--- src/rtl/core/gvp_pkg.sv ---
// Shared constants, stage types and step functions for the goal velocity profile block.
package gvp_pkg;

	localparam int SQ_STAGES  = 25;
	localparam int DIV_STAGES = 25;

	// squared goal distance below this counts as arrived
	localparam logic [49:0] EPS_LSQ = 50'd66;

	localparam logic [7:0] CFG_MAX_SPEED  = 8'd0;
	localparam logic [7:0] CFG_ACCEL_RATE = 8'd1;
	localparam logic [7:0] CFG_DECEL_RATE = 8'd2;
	localparam logic [7:0] CFG_TIME_STEP  = 8'd3;

	localparam logic [22:0] MAX_SPEED_RST  = 23'd25600;
	localparam logic [22:0] ACCEL_RATE_RST = 23'd64000;
	localparam logic [22:0] DECEL_RATE_RST = 23'd64000;
	localparam logic [23:0] TIME_STEP_RST  = 24'd1092;

	typedef struct packed {
		logic [26:0] rem;
		logic [24:0] root;
		logic [49:0] rad;
	} sq_st_t;

	typedef struct packed {
		logic [24:0] rem;
		logic [24:0] lo;
		logic [24:0] den;
		logic        ovf;
	} dv_st_t;

	// one result bit of the digit-by-digit integer square root
	function automatic sq_st_t sqrt_step(sq_st_t a);
		logic [28:0] rs;
		logic [28:0] tr;
		sq_st_t      r;
		rs    = {a.rem, a.rad[49:48]};
		tr    = {2'b00, a.root, 2'b01};
		r.rad = {a.rad[47:0], 2'b00};
		if (rs >= tr) begin
			r.rem  = 27'(rs - tr);
			r.root = {a.root[23:0], 1'b1};
		end else begin
			r.rem  = rs[26:0];
			r.root = {a.root[23:0], 1'b0};
		end
		return r;
	endfunction

	// one quotient bit of restoring division; quotient bits shift into lo
	function automatic dv_st_t div_step(dv_st_t a);
		logic [25:0] rs;
		logic        q;
		dv_st_t      r;
		rs    = {a.rem, a.lo[24]};
		q     = (rs >= {1'b0, a.den});
		r.rem = q ? 25'(rs - {1'b0, a.den}) : rs[24:0];
		r.lo  = {a.lo[23:0], q};
		r.den = a.den;
		r.ovf = a.ovf;
		return r;
	endfunction

endpackage

--- src/rtl/core/gvp_div.sv ---
// Pipelined 58 by 25 bit unsigned divider with a 25-bit quotient and overflow flag.
module gvp_div (
	input  logic        clk,
	input  logic        en,
	input  logic [57:0] num,
	input  logic [24:0] den,
	output logic [24:0] quo,
	output logic        ovf
);
	import gvp_pkg::*;

	dv_st_t st_s [DIV_STAGES];
	dv_st_t init;
	logic [32:0] hi;

	// quotient needs more than 25 bits when the top part already reaches den
	assign hi   = num[57:25];
	assign init = '{rem: hi[24:0], lo: num[24:0], den: den, ovf: (hi >= {8'b0, den})};

	always_ff @(posedge clk) begin
		if (en) begin
			st_s[0] <= div_step(init);
			for (int k = 1; k < DIV_STAGES; k++) begin
				st_s[k] <= div_step(st_s[k-1]);
			end
		end
	end

	assign quo = st_s[DIV_STAGES-1].lo;
	assign ovf = st_s[DIV_STAGES-1].ovf;

endmodule

--- config.mk ---
export PLATFORM = sky130hd
export DESIGN_NAME = gvp_div
export DESIGN_NICKNAME = d
export VERILOG_FILES = /design/src/rtl/core/gvp_pkg.sv /design/src/rtl/core/gvp_div.sv
export SDC_FILE = /design/constraint.sdc
export NUM_CORES = 2
export LEC_CHECK = 0
export BUFFER_PORTS_ARGS = -buffer_cell sky130_fd_sc_hd__clkbuf_2
export CELL_PAD_IN_SITES_DETAIL_PLACEMENT = 0
export CELL_PAD_IN_SITES_GLOBAL_PLACEMENT = 2
export CORE_MARGIN = 5
export CORE_UTILIZATION = 45
export CTS_CLUSTER_SIZE = 14
export DETAILED_ROUTE_END_ITERATION = 10
export GPL_TIMING_DRIVEN = 0
export PLACE_DENSITY = 0.78
export SLEW_MARGIN = 20
export SYNTH_ARGS = -nofsm -noshare
export SYNTH_HDL_FRONTEND = slang
export SYNTH_SLANG_ARGS = --single-unit
--- constraint.sdc ---
create_clock -name clk -period 4.7 [get_ports clk]
set_input_delay 0.47 -clock clk [delete_from_list [all_inputs] [get_ports clk]]
set_output_delay 0.47 -clock clk [all_outputs]
set_load 0.01 [all_outputs]
Word level (Yosys, flattened, before mapping)
Memories as Yosys holds them, arrays and structs flattened.
Cells that the tools add are included.
{ "totals": {"regBits": 0, "ram_bits": 1900, "input_bits": 85, "out_inout_bits": 26, "wordCells": 79, "mem_count": 1} }
{ "classes": {"add_sub_neg": 25, "magnitude_cmp": 26, "mux": 27} }
{ "mem_list": {"columns": ["memory", "depth", "width", "rd", "rd_clocked_by_memory_dff", "wr", "line", "text"], "rows": [
  ["st_s", 25, 76, 25, 0, 25, "gvp_div.sv:12", "dv_st_t st_s [DIV_STAGES];"]
]} }
{ "op_table": {"columns": ["operator", "count"], "rows": [
  ["$ge 26x25->1", 25],
  ["$mux 25", 25],
  ["$sub 25x25->25", 25],
  ["$ge 33x25->1", 1],
  ["$mux 1", 2]
]} }

Longest topological paths before layout
{ "logic_depth": {"depth_word": 2, "mapped_depth": 16, "ltp_nobuf": 14} }

Worst setup path after synthesis
No wires, ideal clock.
{ "synth_timing": {"path_kind": "flip-flop to flip-flop", "startpoint": "mem st_s[0][354] in the netlist's numbering", "endpoint": "mem st_s[0][448] in the netlist's numbering, data pin", "setup_time_ns": 0.260, "arrival_ns": 3.556, "required_time_ns": 4.440, "slack_ns": 0.884, "path_stages_with_launch": 16, "n_path_buf": 1, "synth_period_minus_slack_ns": 3.816, "cell_sequence": "edfxtp_1 -> inv_1 -> ha_1 -> inv_1 -> fa_1 -> a21oi_1 -> o21bai_1 -> a2111oi_4 -> o31ai_2 -> a221oi_2 -> inv_2 -> o211a_1 -> o31a_1 -> nor3_4 -> buf_4 -> mux2_2"} }
{ "synth_lines": {"columns": ["item", "line"], "rows": [
  ["from (decl)", "gvp_div.sv:12"]
]} }

==> impl_results.md <==
* Worst ir drop on vdd at 412.9 uV
* Synthesized netlist cell count at 7532
* Post-synth EDFFs at 1850
* Pleak at 42.25 nW
* Max reg flops at 1850
* Top cells by count, synth: edfxtp_1, inv_1, ha_1
* Routed Antenna Nets at 0
* MaxCap Viol Count at 0
* Pre-CTS worst setup slack at -605.1 ps
* Power Density at 673.7 nW/um^2
* FP Rows at 167
* Most used DFF post-synth: edfxtp_1
* Final Max Tran Viols at 0
* Fin. Hold Viols at 0
* Unrepaired setup endpoints after global routing: true
* Ys Warns at 0
* Internal at 45.96 mW
* Vias in the first global route at 57092
* Synthesized cell area at 93450 um^2
* CTS tree: yes
* Switch share at 0.3554
* WL per Instance at 19.40 um
* Worst-path fanout max at 10
* Die area at 216900 um^2
* Worst-margin pin slew at 982.1 ps
* CTS Sinks at 1850
* Drt pass-1 iters at 6
* Post-synthesis async set-or-reset flop share at 0
* Post-synth top area cell: edfxtp_1
* Chip width at 465.7 um
* Fillers at 17957
* Initial Utilization at 0.4517
* CP Capture Type: register
* RR Endpoint: st_s[0][832]
* First-pass GRT wire length at 326900 um
* Cts bufs inserted at 200
* GRT Total Usage at 0.1913
* Setup TNS Final at 0 ps
* # setup viols final at 0
* Maximum level of the CTS H-tree at 4
* Biggest regs: st_s: 1850 flops
* IO Count at 111
* FMAX at 225.0 MHz
* Critical path, cell by cell: inv_1 -> ha_1 -> inv_1 -> fa_1 -> a21o_1 -> a221oi_1 -> a21oi_1 -> a31oi_1 -> a21oi_1 -> a31o_2 -> a31oi_1 -> o21a_1 -> o21ai_2 -> buf_2 -> mux2_2
* Finished Layout Cells at 10807
* Core Region at 206900 um^2
* Max_slew headroom at 0.3392
* Seq pwr share at 0.362
* Root Driver: clkbuf_16
* Antenna violations before repair at 2
* Crit path time final at 4445 ps
* Maximum clock path buffer count at 3
* Total design power at 71.30 mW
* Hold slack at 78.30 ps
* Largest net degree at the start of global routing at 103
* Hold/Removal Path Class: in -> reg
* Nets at 8694
* CP peak stage delay at 440 ps
* Most flop-heavy register: st_s
* Critical-path top delay cell: edfxtp_1
* Mapped Nets at 8291
* Hold Crit Depth at 2
* Worst R2R Setup Slack at 250 ps
* Synth Area per Inst at 12.41 um^2
* Psw at 25.34 mW
* Area Growth Syn to Fin at 13.25%
* Worst Hold Endpoint: st_s[0][52]
* Most frequent cell after synthesis: edfxtp_1
* Crit path DAT at 5030 ps
* Hold Startpoint: num[25]
* Clock latency on the worst-skew pair at 840 ps
* Total number of vias at 57200
* Area contributors post-synth: edfxtp_1, ha_1, a21oi_1, inv_1, xnor2_1
* Area after DPL at 98010 um^2
* Yosys top cell area share at 0.5945
* Die H at 465.7 um
* Logic pwr share at 0.408
* Final worst path period share at 0.9458
* I/O Buffers at 110
* Power share of the clock group at 0.229
* Worst-path clk slew at 60 ps
* R2R depth at 15
* DP Cell Count at 10368
* RR Startpoint: st_s[0][734]
* Detailed placer's ending HPWL at 157700 um
* Post-route setup slack at 254.6 ps
* Startpoint types: register
* Clock Skews at 35.74 ps
* Path type of the worst setup path: reg -> reg
* 1st-iter DRT viols at 3747
* Layout Utilization at 0.5116
* Design Area, Final at 105800 um^2
* Post-Route WL at 209700 um
* RePlAce Congestion at 0.8725
* Run status: completed
* Synth cell types at 82
* CP Data Required Time at 5280 ps
* Register area share after synthesis at 0.5945
* GRT overflow at 0
* Share of cells above drive strength 1 at 0.09998
* Flops & latches, synth at 1850
* Via density at 5.293
* Remaining DRCs at 0
-- worst max-delay path, delay by kind of cell, from the launching register on --
| kind | cells | cell delay [ps] |
|---|---|---|
| mux | 1 | 330 |
| buf+inv | 3 | 560 |
| compound gates | 9 | 2250 |
| fa+ha+maj | 2 | 590 |
| flops | 1 | 440 |
-- worst max path at each step --
stage | start | to | slack [ps]
after floorplan | st_s[0][354] | st_s[0][448] | 880
after global placement | en | st_s[1][644] | -28980
after detailed placement | st_s[0][886] | st_s[0][982] | -610
after CTS | st_s[0][506] | st_s[0][600] | 30
after global routing | st_s[1][381] | st_s[1][521] | -6
final | st_s[0][734] | st_s[0][832] | 250
-- logic make-up after synthesis --
group,synth area share
compound gates,0.1245
flops,0.5945
simple gates,0.07063
buf+inv,0.04008
fa+ha+maj,0.09217
xor+xnor,0.04808
mux,0.03006
-- layer usage --
layer / part of all wire / GRT usage / routed length [um]
met1: 0.45 / 0.2535 / 94040
met2: 0.49 / 0.3287 / 102100
met3: 0.037 / 0.02786 / 7703
met4: 0.028 / 0.05505 / 5848
met5: 0 / 0 / 0
-- cell type report --
class | instances | area [um^2] | share of cell area
sequential | 1850 | 55550 | 0.5249
antenna | 1 | 2.502 | 0.00002365
clock buffer | 232 | 5125 | 0.04843
inverter | 791 | 2969 | 0.02806
buffer | 164 | 787.0 | 0.007437
tap | 2704 | 3383 | 0.03197
timing repair buffer | 203 | 1843 | 0.01742
multi-input combinational | 4725 | 34330 | 0.3243
clock inverter | 137 | 1841 | 0.01739
-- repair_timing --
item | in CTS | in global routing
pin swaps | 0 | 3
gates resized for setup | 14 | 33
setup endpoints to repair | 152 | 313
hold buffers | 66 | 0
endpoints found under the hold margin | 66 | 0
setup buffers | 0 | 5
-- power by group through the flow --
stage / sequential, mW / combinational (mW) / clock (mW)
final: 25.8 / 29.1 / 16.3
after global routing: 26.2 / 32.6 / 17.6
after CTS: 25.9 / 29.2 / 16.9
after detailed placement: 26.2 / 28.8 / 0
after global placement: 27.4 / 28.7 / 0
after floorplan: 24.9 / 21.9 / 0
-- layout by cell type, fill, tap and decap left out, types with 200 or more instances in the layout --
cell and n:
a21o_1 284, a21oi_1 601, clkbuf_16 200, edfxtp_1 1850, ha_1 650, inv_1 789, mux2_2 228, nand2_1 494
nor2_1 364, o21ai_0 476, xnor2_1 323
(Power assumes the default switching activity.)
