$ cat config.mk
export PLATFORM = sky130hd
export DESIGN_NAME = gvp_sqrt
export DESIGN_NICKNAME = d
export VERILOG_FILES = /design/src/rtl/core/gvp_pkg.sv /design/src/rtl/core/gvp_sqrt.sv
export SDC_FILE = /design/constraint.sdc
export NUM_CORES = 2
export LEC_CHECK = 0
export BUFFER_PORTS_ARGS = -buffer_cell sky130_fd_sc_hd__buf_4
export CAP_MARGIN = 20
export CORE_ASPECT_RATIO = 0.7
export CORE_MARGIN = 2
export CORE_UTILIZATION = 60
export CTS_CLUSTER_DIAMETER = 50
export DETAILED_ROUTE_END_ITERATION = 10
export PLACE_DENSITY = 0.76
export SETUP_SLACK_MARGIN = 0.15
export SYNTH_ARGS = -nofsm -noshare
export SYNTH_HDL_FRONTEND = slang
export SYNTH_SLANG_ARGS = --single-unit
$ cat constraint.sdc
create_clock -name clk -period 4.35 [get_ports clk]
set_input_delay 0.6525 -clock clk [delete_from_list [all_inputs] [get_ports clk]]
set_output_delay 0.6525 -clock clk [all_outputs]
set_load 0.01 [all_outputs]
$ cat src/rtl/core/gvp_pkg.sv
// Shared constants, stage types and step functions for the goal velocity profile block.
package gvp_pkg;

	localparam int SQ_STAGES  = 25;
	localparam int DIV_STAGES = 25;

	// squared goal distance below this counts as arrived
	localparam logic [49:0] EPS_LSQ = 50'd66;

	localparam logic [7:0] CFG_MAX_SPEED  = 8'd0;
	localparam logic [7:0] CFG_ACCEL_RATE = 8'd1;
	localparam logic [7:0] CFG_DECEL_RATE = 8'd2;
	localparam logic [7:0] CFG_TIME_STEP  = 8'd3;

	localparam logic [22:0] MAX_SPEED_RST  = 23'd25600;
	localparam logic [22:0] ACCEL_RATE_RST = 23'd64000;
	localparam logic [22:0] DECEL_RATE_RST = 23'd64000;
	localparam logic [23:0] TIME_STEP_RST  = 24'd1092;

	typedef struct packed {
		logic [26:0] rem;
		logic [24:0] root;
		logic [49:0] rad;
	} sq_st_t;

	typedef struct packed {
		logic [24:0] rem;
		logic [24:0] lo;
		logic [24:0] den;
		logic        ovf;
	} dv_st_t;

	// one result bit of the digit-by-digit integer square root
	function automatic sq_st_t sqrt_step(sq_st_t a);
		logic [28:0] rs;
		logic [28:0] tr;
		sq_st_t      r;
		rs    = {a.rem, a.rad[49:48]};
		tr    = {2'b00, a.root, 2'b01};
		r.rad = {a.rad[47:0], 2'b00};
		if (rs >= tr) begin
			r.rem  = 27'(rs - tr);
			r.root = {a.root[23:0], 1'b1};
		end else begin
			r.rem  = rs[26:0];
			r.root = {a.root[23:0], 1'b0};
		end
		return r;
	endfunction

	// one quotient bit of restoring division; quotient bits shift into lo
	function automatic dv_st_t div_step(dv_st_t a);
		logic [25:0] rs;
		logic        q;
		dv_st_t      r;
		rs    = {a.rem, a.lo[24]};
		q     = (rs >= {1'b0, a.den});
		r.rem = q ? 25'(rs - {1'b0, a.den}) : rs[24:0];
		r.lo  = {a.lo[23:0], q};
		r.den = a.den;
		r.ovf = a.ovf;
		return r;
	endfunction

endpackage

$ cat src/rtl/core/gvp_sqrt.sv
// Pipelined 50-bit integer square root, one result bit per stage.
module gvp_sqrt (
	input  logic        clk,
	input  logic        en,
	input  logic [49:0] rad,
	output logic [24:0] root
);
	import gvp_pkg::*;

	sq_st_t st_s [SQ_STAGES];
	sq_st_t init;

	assign init = '{rem: '0, root: '0, rad: rad};

	always_ff @(posedge clk) begin
		if (en) begin
			st_s[0] <= sqrt_step(init);
			for (int k = 1; k < SQ_STAGES; k++) begin
				st_s[k] <= sqrt_step(st_s[k-1]);
			end
		end
	end

	assign root = st_s[SQ_STAGES-1].root;

endmodule

* Yosys cells after proc, flatten, opt, wreduce, memory -nomap -nowiden
Memories as Yosys holds them, arrays and structs flattened.
Cells that the tools add are included.
** Storage, ports and cells
- Memories kept :: 1
- RAM bits :: 2500
- Flip-flop bits (word level) :: 0
- Logic and storage cells :: 103
- Output and inout port bits :: 25
** Cells by class
- Muxes and demuxes :: 52
- Order comparisons :: 25
- $add $sub $neg :: 25
** Memory list
- st_s :: words 25, bits a word 100, rd ports 25, clocked after Yosys merged registers in 0, write ports 25, line gvp_sqrt.sv:10 : sq_st_t st_s [SQ_STAGES];
** Operators with widths (number)
- $mux 52 :: 50
- $ge 29x27->1 :: 24
- $sub 27x27->27 :: 24
- $sub 2x1->3 const B :: 1
- $ge 2x1->1 const B :: 1
- $mux 1 :: 2

* Depth between registers and ports, before layout
An unclocked memory read counts as a cell.
- Word-level depth :: 4
- Mapped depth :: 13
- Mapped depth without buffers :: 11

* Worst setup path after synthesis
Ideal clock, no wire load.
- Path kind :: flip-flop to flip-flop
- Start :: memory st_s[1][373] (netlist bit)
- End :: memory st_s[1][477] (netlist bit) (data pin)
- Clock period less this slack :: 3.112 ns
- Path slack :: 1.238 ns
- Setup time :: 0.260 ns
- Stages on the path, launching flop included :: 10
- Data arrival time :: 2.853 ns
- Data required time :: 4.090 ns
- Cell sequence :: edfxtp_1 -> ha_1 -> o21ai_0 -> a211oi_1 -> a221oi_1 -> o2111ai_1 -> a311oi_1 -> o31ai_1 -> clkbuf_1 -> mux2_2
** RTL lines (line)
- from (decl) :: gvp_sqrt.sv:10

==> flow_metrics.py <==
metrics = {
    "critical_path": {
        "critPathCaptureType": "flip-flop",
        "required_ns": 4.89,
        "r2r-start": "st_s[1][474]$_DFFE_PP_",
        "rr_endpoint": "st_s[1][579]$_DFFE_PP_",
        "cp_max_fo": 40,
        "path_class": "reg -> reg",
        "r2r_setup_slack_ns": 0.51,
        "start_kind": "flip-flop",
        "crit_slowest_cell": "ha_1",
        "reg2reg_depth": 10,
        "critical_path.max_stage_delay_ns": 0.49,
        "crit_chain": "ha_1 > o21a_1 > a2bb2oi_1 > o221ai_1 > a21oi_1 > nand3_1 > nor3_1 > a21oi_2 > buf_4 > mux2_2",
        "worstPathArrival_ns": 4.37,
    },
    "die": {
        "die_w_um": 416,
        "die_area_um2": 122000,
        "core_um2": 118000,
        "start_util_pct": 60.7,
        "rows": 105,
        "die_h_um": 292,
        "io_pins": 77,
    },
    "synthesis": {
        "synth_cell_types": 81,
        "ys_warn_count": 0,
        "synth_ff_type": "edfxtp_1",
        "synth_top_area_share_pct": 64.7,
        "ys_ff_latch": 1536,
        "synthesis.area_um2": 71300,
        "synth_seq_area_share_pct": 64.7,
        "synthTopCellsByArea": "edfxtp_1 65%, ha_1 6.2%, xnor2_1 3.4%, xor2_1 2.7%, a21oi_1 2.3%",
        "syn-mean-instance-area_um2": 13.0,
        "synth_fp_nets": 5872,
        "yosys-top-cells-count": "1536 x edfxtp_1, 421 x inv_1, 364 x nand2_1",
        "synth_cells": 5468,
        "synth_top_cell_by_area": "edfxtp_1",
        "async_flop_share_pct": 0,
        "synth_edf_count": 1536,
        "synth.most_common_cell": "edfxtp_1",
    },
    "hold_path": {
        "min_to": "st_s[0][47]$_DFFE_PP_",
        "whs_path_depth": 1,
        "min_from": "rad[47]",
        "hold_class": "in -> reg",
    },
    "power_and_ir_drop": {
        "total_leakage_power_nw": 30.4,
        "p_total_w": 0.0398,
        "ir_worst_vdd_mv": 0.428,
        "p_per_area_nw_per_um2": 501,
    },
    "global_route": {
        "grt_pass1_vias": 41057,
        "antenna_found_initial": 1,
        "grt_pass1_wl_um": 230000,
        "grt_start_max_net_pins": 130,
        "grt_usage_pct": 24.1,
        "gr-total-overflow": 0,
    },
    "cells_and_area": {
        "drive_gt1_share_pct": 8.33,
        "synthToLayoutAreaGrowth_pct": 11.5,
        "n_antenna_cell": 0,
        "largest_reg_flops": 1536,
        "biggestRegsByFlops": "st_s: 1536 flops",
        "n_fill_cell": 8153,
        "post-route-util_pct": 67.6,
        "regMostFlops": "st_s",
        "final_nets": 6094,
    },
    "timing": {
        "finalMaxSlewViolations": 0,
        "fmax_mhz": 261,
        "hold_violations": 0,
        "hold_ws_ns": 0.0726,
        "finalSetupTns_ns": 0,
        "period_minus_slack_ns": 3.84,
        "worst_pin_slew_ns": 1.23,
        "clock-skew-final_ns": 0.0454,
        "max_slew_margin_pct": 16.0,
        "period_share_pct": 88.2,
        "setup_viol": 0,
        "rsz0062_at_grt": "no",
    },
    "status": {
        "run_status": "complete, no violations",
    },
    "routing": {
        "viasPerCell": 5.91,
        "wl_per_cell_um": 20.0,
        "wl_um": 147000,
        "vias": 43487,
        "firstDrtPassIters": 8,
        "dr.first_iter.drc_count": 4675,
        "postRouteAntennaNets": 0,
        "drc_errors": 0,
    },
    "place": {
        "place.gp.congestion": 0.955,
        "portBuffers": 76,
        "dp_hpwl_um": 105000,
    },
    "cts": {
        "htreeDepth": 4,
        "cts_made_buffers": 149,
        "numClockSinks": 1536,
        "cts-root-buf": "clkbuf_16",
        "cts_tree": "yes",
        "clk-insertion-delay-late_ns": 0.80,
        "cts.clk_slew.worst_paths_ns": 0.07,
        "post_cts_resized": 0,
        "clockBufferDepth": 3,
    },
    "flow_run": {
        "drv_cap": 0,
    },
}
[placed cells by master, fill, tap and decap left out, types with 124 or more instances in the layout]
| master | count |
|---|---|
| ha_1 | 352 |
| edfxtp_1 | 1536 |
| o21ai_0 | 272 |
| nor2_1 | 326 |
| buf_4 | 124 |
| clkbuf_16 | 151 |
| a21oi_1 | 330 |
| xnor2_1 | 274 |
| inv_1 | 421 |
| nor3_1 | 137 |
| nand2_1 | 364 |
| xor2_1 | 223 |
[metal layers]
metal  share of wire (%)  global-route usage [%]
met5                   0                       0
met4                 1.4                    5.54
met3                 9.6                    6.05
met2                  40                    32.0
met1                  49                    39.4
[final cells by class]
type                       instances  area, um2  share of cell area, %
sequential                      1536      46100                   58.0
multi-input combinational       3388      23100                   29.1
clock buffer                     181       3890                   4.89
tap                             1551       1940                   2.44
timing repair buffer             192       1840                   2.31
inverter                         423       1590                   2.00
clock inverter                    81       1010                   1.28
[report_power, final]
group / total (W) / internal (W) / leakage, nW / switching [W]
Clock: 0.0129 / 0.00727 / 2.35 / 0.00568
Combinational: 0.00724 / 0.00306 / 13.3 / 0.00418
Sequential: 0.0196 / 0.0185 / 14.7 / 0.00113
[worst max path at each step]
stage	start	to	slack [ns]	cells past startpoint
6_report	st_s[1][474]$_DFFE_PP_	st_s[1][579]$_DFFE_PP_	0.51	10
5_1_grt	st_s[1][474]$_DFFE_PP_	st_s[1][579]$_DFFE_PP_	0.27	10
3_5_place_dp	st_s[1][352]$_DFFE_PP_	st_s[1][495]$_DFFE_PP_	0.68	12
3_3_place_gp	st_s[0][1373]$_DFFE_PP_	st_s[0][1495]$_DFFE_PP_	0.79	11
2_1_floorplan	st_s[1][373]$_DFFE_PP_	st_s[1][477]$_DFFE_PP_	1.24	9
4_1_cts	st_s[1][474]$_DFFE_PP_	st_s[1][579]$_DFFE_PP_	0.64	10
[cell families (layout without fill, tap and decap cells)]
family	count (synthesis)	count (layout)	share of synthesized area [%]
xor gates and xnor gates	497	497	6.10
DFF	1536	1536	64.7
adders and majority gates	352	352	6.17
buffers and inverters	544	877	3.02
muxes	66	66	1.03
and+or+nand+nor	1421	1421	9.94
other	1	1	0.00526
AOI/OAI and AO/OA	1051	1051	9.08
[worst max-delay path: cells and delay by family (launching register included)]
kind | cells | cell delay, ns
DFF | 1 | 0.40
adders and majority gates | 1 | 0.49
AOI/OAI and AO/OA | 5 | 1.42
and+or+nand+nor | 2 | 0.63
muxes | 1 | 0.31
buffers and inverters | 1 | 0.28
[timing repair]
item                                    in CTS  in global routing
hold buffers                                46                  0
endpoints found under the setup margin       0                  0
setup buffers                                0                  0
hold endpoints to repair                    46                  0
[stage by stage]
stage                     setup WS, ns  instances  instance area, um2
after floorplan                   1.24       5468               71300
after global placement           0.794       7044               74200
after detailed placement         0.682       7044               74200
after CTS                        0.637       7352               79500
after global routing             0.269       7352               79500
final                            0.512       7352               79500
Power figures use the tool's default switching activity.
